`config.mk`:
```
export PLATFORM = sky130hd
export DESIGN_NAME = rotary_encoder_button_qualifier
export DESIGN_NICKNAME = d
export VERILOG_FILES = /design/src/design/rebq_pkg.sv /design/src/design/rotary_encoder_button_qualifier.sv
export SDC_FILE = /design/constraint.sdc
export NUM_CORES = 1
export LEC_CHECK = 0
export BUFFER_PORTS_ARGS = -buffer_cell sky130_fd_sc_hd__buf_2
export CAP_MARGIN = 20
export CORE_UTILIZATION = 42
export CTS_BUF_LIST = sky130_fd_sc_hd__clkbuf_8
export CTS_CLUSTER_SIZE = 14
export DETAILED_ROUTE_END_ITERATION = 10
export PLACE_DENSITY_LB_ADDON = 0.2
export SKIP_LAST_GASP = 1
export SYNTH_ARGS = -nofsm -noshare
export SYNTH_HDL_FRONTEND = slang
export SYNTH_SLANG_ARGS = --single-unit
```
`constraint.sdc`:
```
create_clock -name clk -period 3.3 [get_ports clk]
set_input_delay 0.495 -clock clk [delete_from_list [all_inputs] [get_ports clk]]
set_output_delay 0.495 -clock clk [all_outputs]
set_load 0.005 [all_outputs]
```
`src/design/rebq_pkg.sv`:
```
// ----------------------------------------------------------------------------
// rebq_pkg
// Shared widths, register indexes, mode and phase codes, and the result
// record of the rotary encoder and push-switch qualifier.
// ----------------------------------------------------------------------------
package rebq_pkg;

	localparam int CFG_W          = 8;
	localparam int CFG_IDX_W      = 2;
	localparam int COUNTER_BITS_D = 8;

	localparam logic [CFG_IDX_W-1:0] REG_DEBOUNCE_THRESHOLD = 2'd0;
	localparam logic [CFG_IDX_W-1:0] REG_REARM_TICKS        = 2'd1;
	localparam logic [CFG_IDX_W-1:0] REG_SWITCH_HOLD_TICKS  = 2'd2;

	localparam logic [CFG_W-1:0] RST_DEBOUNCE_THRESHOLD = 8'd10;
	localparam logic [CFG_W-1:0] RST_REARM_TICKS        = 8'd20;
	localparam logic [CFG_W-1:0] RST_SWITCH_HOLD_TICKS  = 8'd30;

	localparam logic [1:0] MODE_STOPPED = 2'd0;
	localparam logic [1:0] MODE_LEFT    = 2'd1;
	localparam logic [1:0] MODE_RIGHT   = 2'd2;
	localparam logic [1:0] MODE_RELEASE = 2'd3;

	localparam logic [1:0] SW_UP       = 2'd0;
	localparam logic [1:0] SW_FALLING  = 2'd1;
	localparam logic [1:0] SW_DOWN     = 2'd2;
	localparam logic [1:0] SW_RELEASED = 2'd3;

	localparam logic [1:0] DIR_NONE  = 2'd0;
	localparam logic [1:0] DIR_LEFT  = 2'd1;
	localparam logic [1:0] DIR_RIGHT = 2'd2;

	typedef struct packed {
		logic [1:0] step_direction;
		logic       button_press;
		logic       qualified_a;
		logic       qualified_b;
		logic       armed;
	} res_t;

endpackage

```
`src/design/rotary_encoder_button_qualifier.sv`:
```
// ----------------------------------------------------------------------------
// rotary_encoder_button_qualifier
// Qualifies raw quadrature lines into single steps and debounces the push
// switch into press pulses, one raw sample per transaction.
//
//   channel  direction  handshake             payload
//   in       sink       in_valid / in_stall   line_a, line_b, switch_level
//   out      source     out_valid / out_stall step_direction, button_press,
//                                             qualified_a, qualified_b, armed
//   cfg      sink       cfg_valid / cfg_ready cfg_index, cfg_data
//
// One transaction per cycle while in_stall is low. The state update and result
// are one pass of logic into the result register or, while the output stalls,
// into a skid register behind it, which takes one more transaction; in_stall is
// high only while the skid register is full.
// Reset loads the register defaults and the idle, armed state.
// ----------------------------------------------------------------------------
module rotary_encoder_button_qualifier
	import rebq_pkg::*;
#(
	parameter int COUNTER_BITS = COUNTER_BITS_D
) (
	input  logic                 clk,
	input  logic                 arst_n,
	input  logic                 in_valid,
	output logic                 in_stall,
	input  logic                 line_a,
	input  logic                 line_b,
	input  logic                 switch_level,
	output logic                 out_valid,
	input  logic                 out_stall,
	output logic [1:0]           step_direction,
	output logic                 button_press,
	output logic                 qualified_a,
	output logic                 qualified_b,
	output logic                 armed,
	input  logic                 cfg_valid,
	output logic                 cfg_ready,
	input  logic [CFG_IDX_W-1:0] cfg_index,
	input  logic [CFG_W-1:0]     cfg_data
);

	localparam int CMP_W = (COUNTER_BITS > CFG_W) ? COUNTER_BITS : CFG_W;
	localparam logic [COUNTER_BITS-1:0] COUNT_MAX = {COUNTER_BITS{1'b1}};

	logic [CFG_W-1:0]        thr_q, rearm_ticks_q, hold_q;
	logic [1:0]              mode_q, phase_q;
	logic                    prev_a_q, prev_b_q, flag_a_q, flag_b_q;
	logic [COUNTER_BITS-1:0] cnt_a_q, cnt_b_q;
	logic [CFG_W-1:0]        rearm_q, sw_cnt_q;

	res_t out_q, skid_q;
	logic out_v_q, skid_v_q;

	logic                    accept, take;
	logic                    fall_a, fall_b;
	logic [1:0]              mode1, mode2, mode3, phase_n;
	logic [CFG_W-1:0]        rearm1, rearm2, sw_cnt1, sw_cnt2;
	logic [COUNTER_BITS-1:0] cnt_a_n, cnt_b_n;
	logic                    flag_a_n, flag_b_n, press;
	logic [1:0]              dir;
	res_t                    res;

	assign cfg_ready = 1'b1;
	assign in_stall  = skid_v_q;
	assign accept    = in_valid && !in_stall;
	assign take      = out_v_q && !out_stall;

	assign fall_a = prev_a_q & ~line_a;
	assign fall_b = prev_b_q & ~line_b;

	always_comb begin
		mode1 = mode_q;
		if (mode_q == MODE_STOPPED) begin
			if (fall_a) begin
				mode1 = fall_b ? MODE_RELEASE : MODE_LEFT;
			end else if (fall_b) begin
				mode1 = MODE_RIGHT;
			end
		end

		mode2  = mode1;
		rearm1 = rearm_q;
		rearm2 = rearm_q;
		if (mode1 == MODE_RELEASE) begin
			if (rearm_q != '0) begin
				rearm1 = rearm_q - CFG_W'(1);
			end
			rearm2 = rearm1;
			if (flag_a_q && flag_b_q && rearm1 == '0) begin
				mode2  = MODE_STOPPED;
				rearm2 = rearm_ticks_q;
			end
		end

		if (line_a) begin
			cnt_a_n = (cnt_a_q == COUNT_MAX) ? cnt_a_q : cnt_a_q + COUNTER_BITS'(1);
		end else begin
			cnt_a_n = '0;
		end
		if (line_b) begin
			cnt_b_n = (cnt_b_q == COUNT_MAX) ? cnt_b_q : cnt_b_q + COUNTER_BITS'(1);
		end else begin
			cnt_b_n = '0;
		end
		flag_a_n = CMP_W'(cnt_a_n) > CMP_W'(thr_q);
		flag_b_n = CMP_W'(cnt_b_n) > CMP_W'(thr_q);

		sw_cnt1 = (sw_cnt_q != '0) ? sw_cnt_q - CFG_W'(1) : sw_cnt_q;

		mode3 = mode2;
		dir   = DIR_NONE;
		if (flag_a_n && flag_b_n) begin
			if (mode2 == MODE_LEFT) begin
				mode3 = MODE_RELEASE;
				dir   = DIR_LEFT;
			end else if (mode2 == MODE_RIGHT) begin
				mode3 = MODE_RELEASE;
				dir   = DIR_RIGHT;
			end
		end

		phase_n = phase_q;
		sw_cnt2 = sw_cnt1;
		press   = 1'b0;
		unique case (phase_q)
			SW_UP: begin
				if (!switch_level) begin
					phase_n = SW_FALLING;
					sw_cnt2 = hold_q;
				end
			end
			SW_FALLING: begin
				if (!switch_level) begin
					if (sw_cnt1 == '0) begin
						press   = 1'b1;
						phase_n = SW_DOWN;
					end
				end else begin
					phase_n = SW_UP;
				end
			end
			SW_DOWN, SW_RELEASED: begin
				if (phase_q == SW_DOWN && switch_level) begin
					phase_n = SW_RELEASED;
					sw_cnt2 = hold_q;
				end
				if (switch_level) begin
					if (sw_cnt2 == '0) begin
						phase_n = SW_UP;
					end
				end else begin
					phase_n = SW_DOWN;
				end
			end
		endcase

		res.step_direction = dir;
		res.button_press   = press;
		res.qualified_a    = flag_a_n;
		res.qualified_b    = flag_b_n;
		res.armed          = (mode3 == MODE_STOPPED);
	end

	always_ff @(posedge clk or negedge arst_n) begin
		if (!arst_n) begin
			thr_q         <= RST_DEBOUNCE_THRESHOLD;
			rearm_ticks_q <= RST_REARM_TICKS;
			hold_q        <= RST_SWITCH_HOLD_TICKS;
		end else if (cfg_valid && cfg_ready) begin
			if (cfg_index == REG_DEBOUNCE_THRESHOLD) begin
				thr_q <= cfg_data;
			end
			if (cfg_index == REG_REARM_TICKS) begin
				rearm_ticks_q <= cfg_data;
			end
			if (cfg_index == REG_SWITCH_HOLD_TICKS) begin
				hold_q <= cfg_data;
			end
		end
	end

	always_ff @(posedge clk or negedge arst_n) begin
		if (!arst_n) begin
			mode_q   <= MODE_STOPPED;
			prev_a_q <= 1'b1;
			prev_b_q <= 1'b1;
			cnt_a_q  <= '0;
			cnt_b_q  <= '0;
			flag_a_q <= 1'b0;
			flag_b_q <= 1'b0;
			rearm_q  <= '0;
			phase_q  <= SW_RELEASED;
			sw_cnt_q <= '0;
		end else if (accept) begin
			mode_q   <= mode3;
			prev_a_q <= line_a;
			prev_b_q <= line_b;
			cnt_a_q  <= cnt_a_n;
			cnt_b_q  <= cnt_b_n;
			flag_a_q <= flag_a_n;
			flag_b_q <= flag_b_n;
			rearm_q  <= rearm2;
			phase_q  <= phase_n;
			sw_cnt_q <= sw_cnt2;
		end
	end

	always_ff @(posedge clk or negedge arst_n) begin
		if (!arst_n) begin
			out_v_q  <= 1'b0;
			skid_v_q <= 1'b0;
		end else begin
			if (skid_v_q) begin
				if (take) begin
					skid_v_q <= 1'b0;
				end
			end else if (accept) begin
				if (!out_v_q || take) begin
					out_v_q <= 1'b1;
				end else begin
					skid_v_q <= 1'b1;
				end
			end else if (take) begin
				out_v_q <= 1'b0;
			end
		end
	end

	always_ff @(posedge clk) begin
		if (skid_v_q) begin
			if (take) begin
				out_q <= skid_q;
			end
		end else if (accept) begin
			if (!out_v_q || take) begin
				out_q <= res;
			end else begin
				skid_q <= res;
			end
		end
	end

	assign out_valid      = out_v_q;
	assign step_direction = out_q.step_direction;
	assign button_press   = out_q.button_press;
	assign qualified_a    = out_q.qualified_a;
	assign qualified_b    = out_q.qualified_b;
	assign armed          = out_q.armed;

endmodule

```
==> metrics.md <==
| Metric | Value |
|---|---|
| Final global-route overflow total | 0 |
| Final cell count without fillers | between 600 and 700 |
| RR Startpoint | cnt_a_q[0] |
| Final Hold Vio Count | 0 |
| Pin count of the biggest net entering global routing | 67 |
| Fin nets | between 500 and 600 |
| Placer Congestion | a little over 0.8 |
| Lkg Pwr | ~0.0021 µW |
| Number of remaining DRC errors | 0 |
| Post-synth top area cell | dfrtp_1 |
| Worst-Margin Slew | between 800 and 900 ps |
| Synthesized Nets | 524 |
| Iteration-0 DRC Markers | around 150 |
| Setup slack, reg-to-reg | 320 ps |
| Global-route wire length before repair | between 15000 and 20000 µm |
| Kind of critical path | reg2reg |
| N_diodes | 0 |
| Layout cells sized above 1 | 0.212 |
| Area Growth Syn to Fin | 10.3% |
| I/O Pins | 27 |
| Max VDD drop | approximately 0.34 mV |
| Reg-to-Reg End | step_direction[1] |
| Total power divided by cell area | about 760 nW/µm² |
| H-tree depth | 3 |
| Worst-path fanout max | 6 |
| Worst-skew pair later-pin latency | 370 ps |
| Routed vias | 3670 |
| Core Area | about 11000 µm² |
| Worst setup margin | approximately 320 ps |
| Final instance area | 5110 µm² |
| Max cap viols | 0 |
| Max Slew Vio Count | 0 |
| Number of global-route vias before repair | around 3500 |
| Share of the synthesized area in the top cell type | 0.292 |
| Mapped Avg Cell Area | around 9.6 µm² |
| Num CTS Buffers | 9 |
| Port-buffer cells | 25 |
| Unrepaired setup endpoints after global routing | no |
| Routed Antenna Nets | 0 |
| YS warnings | 0 |
| Register area share after synthesis | 0.437 |
| Tot GR Track Use | 0.198 |
| Placed cell area | approximately 5000 µm² |
| Starting Density | 0.441 |
| Cells after Synth | 485 |
| Area of the mapped netlist | around 4600 µm² |
| Fin crit share | 0.904 |
| CTS Buffer Depth | 2 |
| Number of synthesized flops with an enable pin | 12 |
| Die Ht | ~110 µm |
| Crit path DAT | about 3200 ps |
| HPWL after detailed placement | between 7000 and 8000 µm |
| Most used cell, CP | ha_1 |
| WL final | 10300 µm |
| CTS tree | built |
| Crit path time final | 2980 ps |
| DR vias/cell | 5.65 |
| Num rows | 37 |
| Clk root buf | clkbuf_8 |
| Top cells by area, synth | dfrtp_1 (29%), edfxtp_1 (7.8%), dfstp_2 (6.8%) |
| Ys flop type | dfrtp_1 |
| Hold Crit Class | in2async |
| FMAX | approximately 0.34 GHz |
| Avg WL per Cell | 15.9 µm |
| Worst setup startpoint | cnt_a_q[0] |
| Yosys reg bits | between 70 and 80 |
| Antenna violations before repair | 0 |
| Critical Path Max Stage Delay | about 430 ps |
| Library cells used by synthesis | 72 |
| Die Width | 107 µm |
| CP endpoint kind | flip-flop |
| Reg clk slew, reported paths | around 80 ps |
| Slew HR | 0.433 |
| Hold-fix buffers, CTS | 0 |
| Critical-path cell list | ha_1 -> and3_1 -> and3_2 -> nand4b_1 -> xnor2_1 -> nor2_1 -> ha_1 -> o211ai_1 -> a21o_1 -> a21oi_4 -> nand3_1 -> o31ai_1 |
| Setup violators final | 0 |
| Worst path required time | 3500 ps |
| DIE AREA | approximately 11000 µm² |
| Post-synth ARST share | 0.846 |
| Cells after DPL | about 630 |
| Post-Place Worst Slack | between 100 and 150 ps |
| Critical-path top delay cell | dfrtp_1 |
| DR pass1 iterations | 5 |
| Setup crit start kind | flip-flop |
| Clock net sink count | 78 |
| Outcome | completed |
| Clock skew | 11.9 ps |
| Worst Reg-to-Reg Cells | 12 |
| Setup TNS | 0 ps |
| Hold_ws | a little over 300 ps |
kinds of logic after synthesis:
| kind of cell | synth area share |
|---|---|
| AND/OR/NAND/NOR | 0.207 |
| AO/OA/AOI/OAI | 0.167 |
| flip-flops | 0.437 |
| buffers and inverters | 0.0440 |
| multiplexers | 0.0705 |
| adder cells (fa/ha/maj) | 0.0567 |
| XOR/XNOR | 0.0170 |
| other | 0.000809 |
placed cells by master, fill, tap and decap left out, types with 3 or more instances in the layout:
cell type   n
mux2i_1     9
and3_1      8
o21ai_1    13
o31ai_1    15
nor2_1     50
ha_1       21
nor2_2      4
xor2_1      3
dfrtp_1    54
nand3b_1    4
edfxtp_1   12
nand3_1    15
a21o_1      3
o22ai_1     4
buf_2      25
dfstp_2    12
nor4_2      3
mux2_2     21
or3_1       3
inv_1      23
clkbuf_8    9
a21oi_1    17
nor2b_1     4
nor3b_1     4
o21ai_0    23
a32oi_1     5
xnor2_1     6
nand4_1     7
buf_4       9
nand2_1    56
nand2b_1    3
nor3_1     11
cells in the mapped netlist (5+ instances only):
library cell / instances
nand4_1: 7
inv_1: 21
o31ai_1: 15
clkbuf_1: 14
ha_1: 21
mux2_2: 21
a21oi_1: 18
edfxtp_1: 12
xnor2_1: 6
nor2_1: 53
o21ai_1: 13
o21ai_0: 23
nand3_1: 15
nand2_1: 56
nor3_1: 11
a32oi_1: 5
dfrtp_1: 54
mux2i_1: 9
and3_1: 9
dfstp_2: 12
flip-flops by register name, summed over array words and instances, names as in the netlist:
| name | flops |
|---|---|
| armed | 1 |
| button_press | 1 |
| cnt_a_q | 8 |
| cnt_b_q | 8 |
| flag_a_q | 1 |
| flag_b_q | 1 |
| hold_q | 8 |
| in_stall | 1 |
| mode_q | 2 |
| out_valid | 1 |
| phase_q | 2 |
| prev_a_q | 1 |
| prev_b_q | 1 |
| qualified_a | 1 |
| qualified_b | 1 |
| rearm_q | 8 |
| rearm_ticks_q | 8 |
| skid_q | 6 |
| step_direction | 2 |
| sw_cnt_q | 8 |
| thr_q | 8 |
how the worst max path moves through the flow:
stage          slack [ps]  cells after the start                end
6_report              320                     12  step_direction[1]
5_1_grt                20                     14  step_direction[0]
4_1_cts                90                     12  step_direction[1]
3_5_place_dp          110                     12  step_direction[1]
3_3_place_gp          130                     12  step_direction[1]
2_1_floorplan         430                     13          mode_q[0]
per-layer routing:
layer	wire length [µm]	share of wire	vias to the layer above	global-route usage
li1	-	-	1806	-
met1	5110	0.50	1806	0.277
met2	4710	0.46	50	0.301
met3	377	0.037	8	0.0462
met4	114	0.011	0	0.0616
met5	0	0	-	0
layout make-up:
cell class	instances	area [µm²]
flip-flops and latches	78	2030
fillers	971	5400
repair buffers	34	193
multi-input cells	365	2430
well taps	136	170
inverters	21	78.8
clock inverters	7	91.3
clock buffers	9	124
stage by stage:
step,util,power [µW]
global route,0.486,4190
global placement,0.464,3060
detailed placement,0.464,3100
finish,0.486,3890
floorplan,-,2720
CTS,0.484,3910
report_power, final:
group	internal (µW)	switching, µW
clock	422	372
combinational	634	799
sequential	1300	355
worst max-delay path, delay by kind of cell, from the launching register on:
family	cells	cell delay (ps)
fa+ha+maj	2	590
simple gates	5	900
flops	1	430
compound gates	4	710
xor+xnor	1	190
timing repair:
action	4_1_cts	5_1_grt
endpoints found under the setup margin	0	6
buffers inserted	0	0
resized for setup	0	6
(Power assumes the default switching activity.)
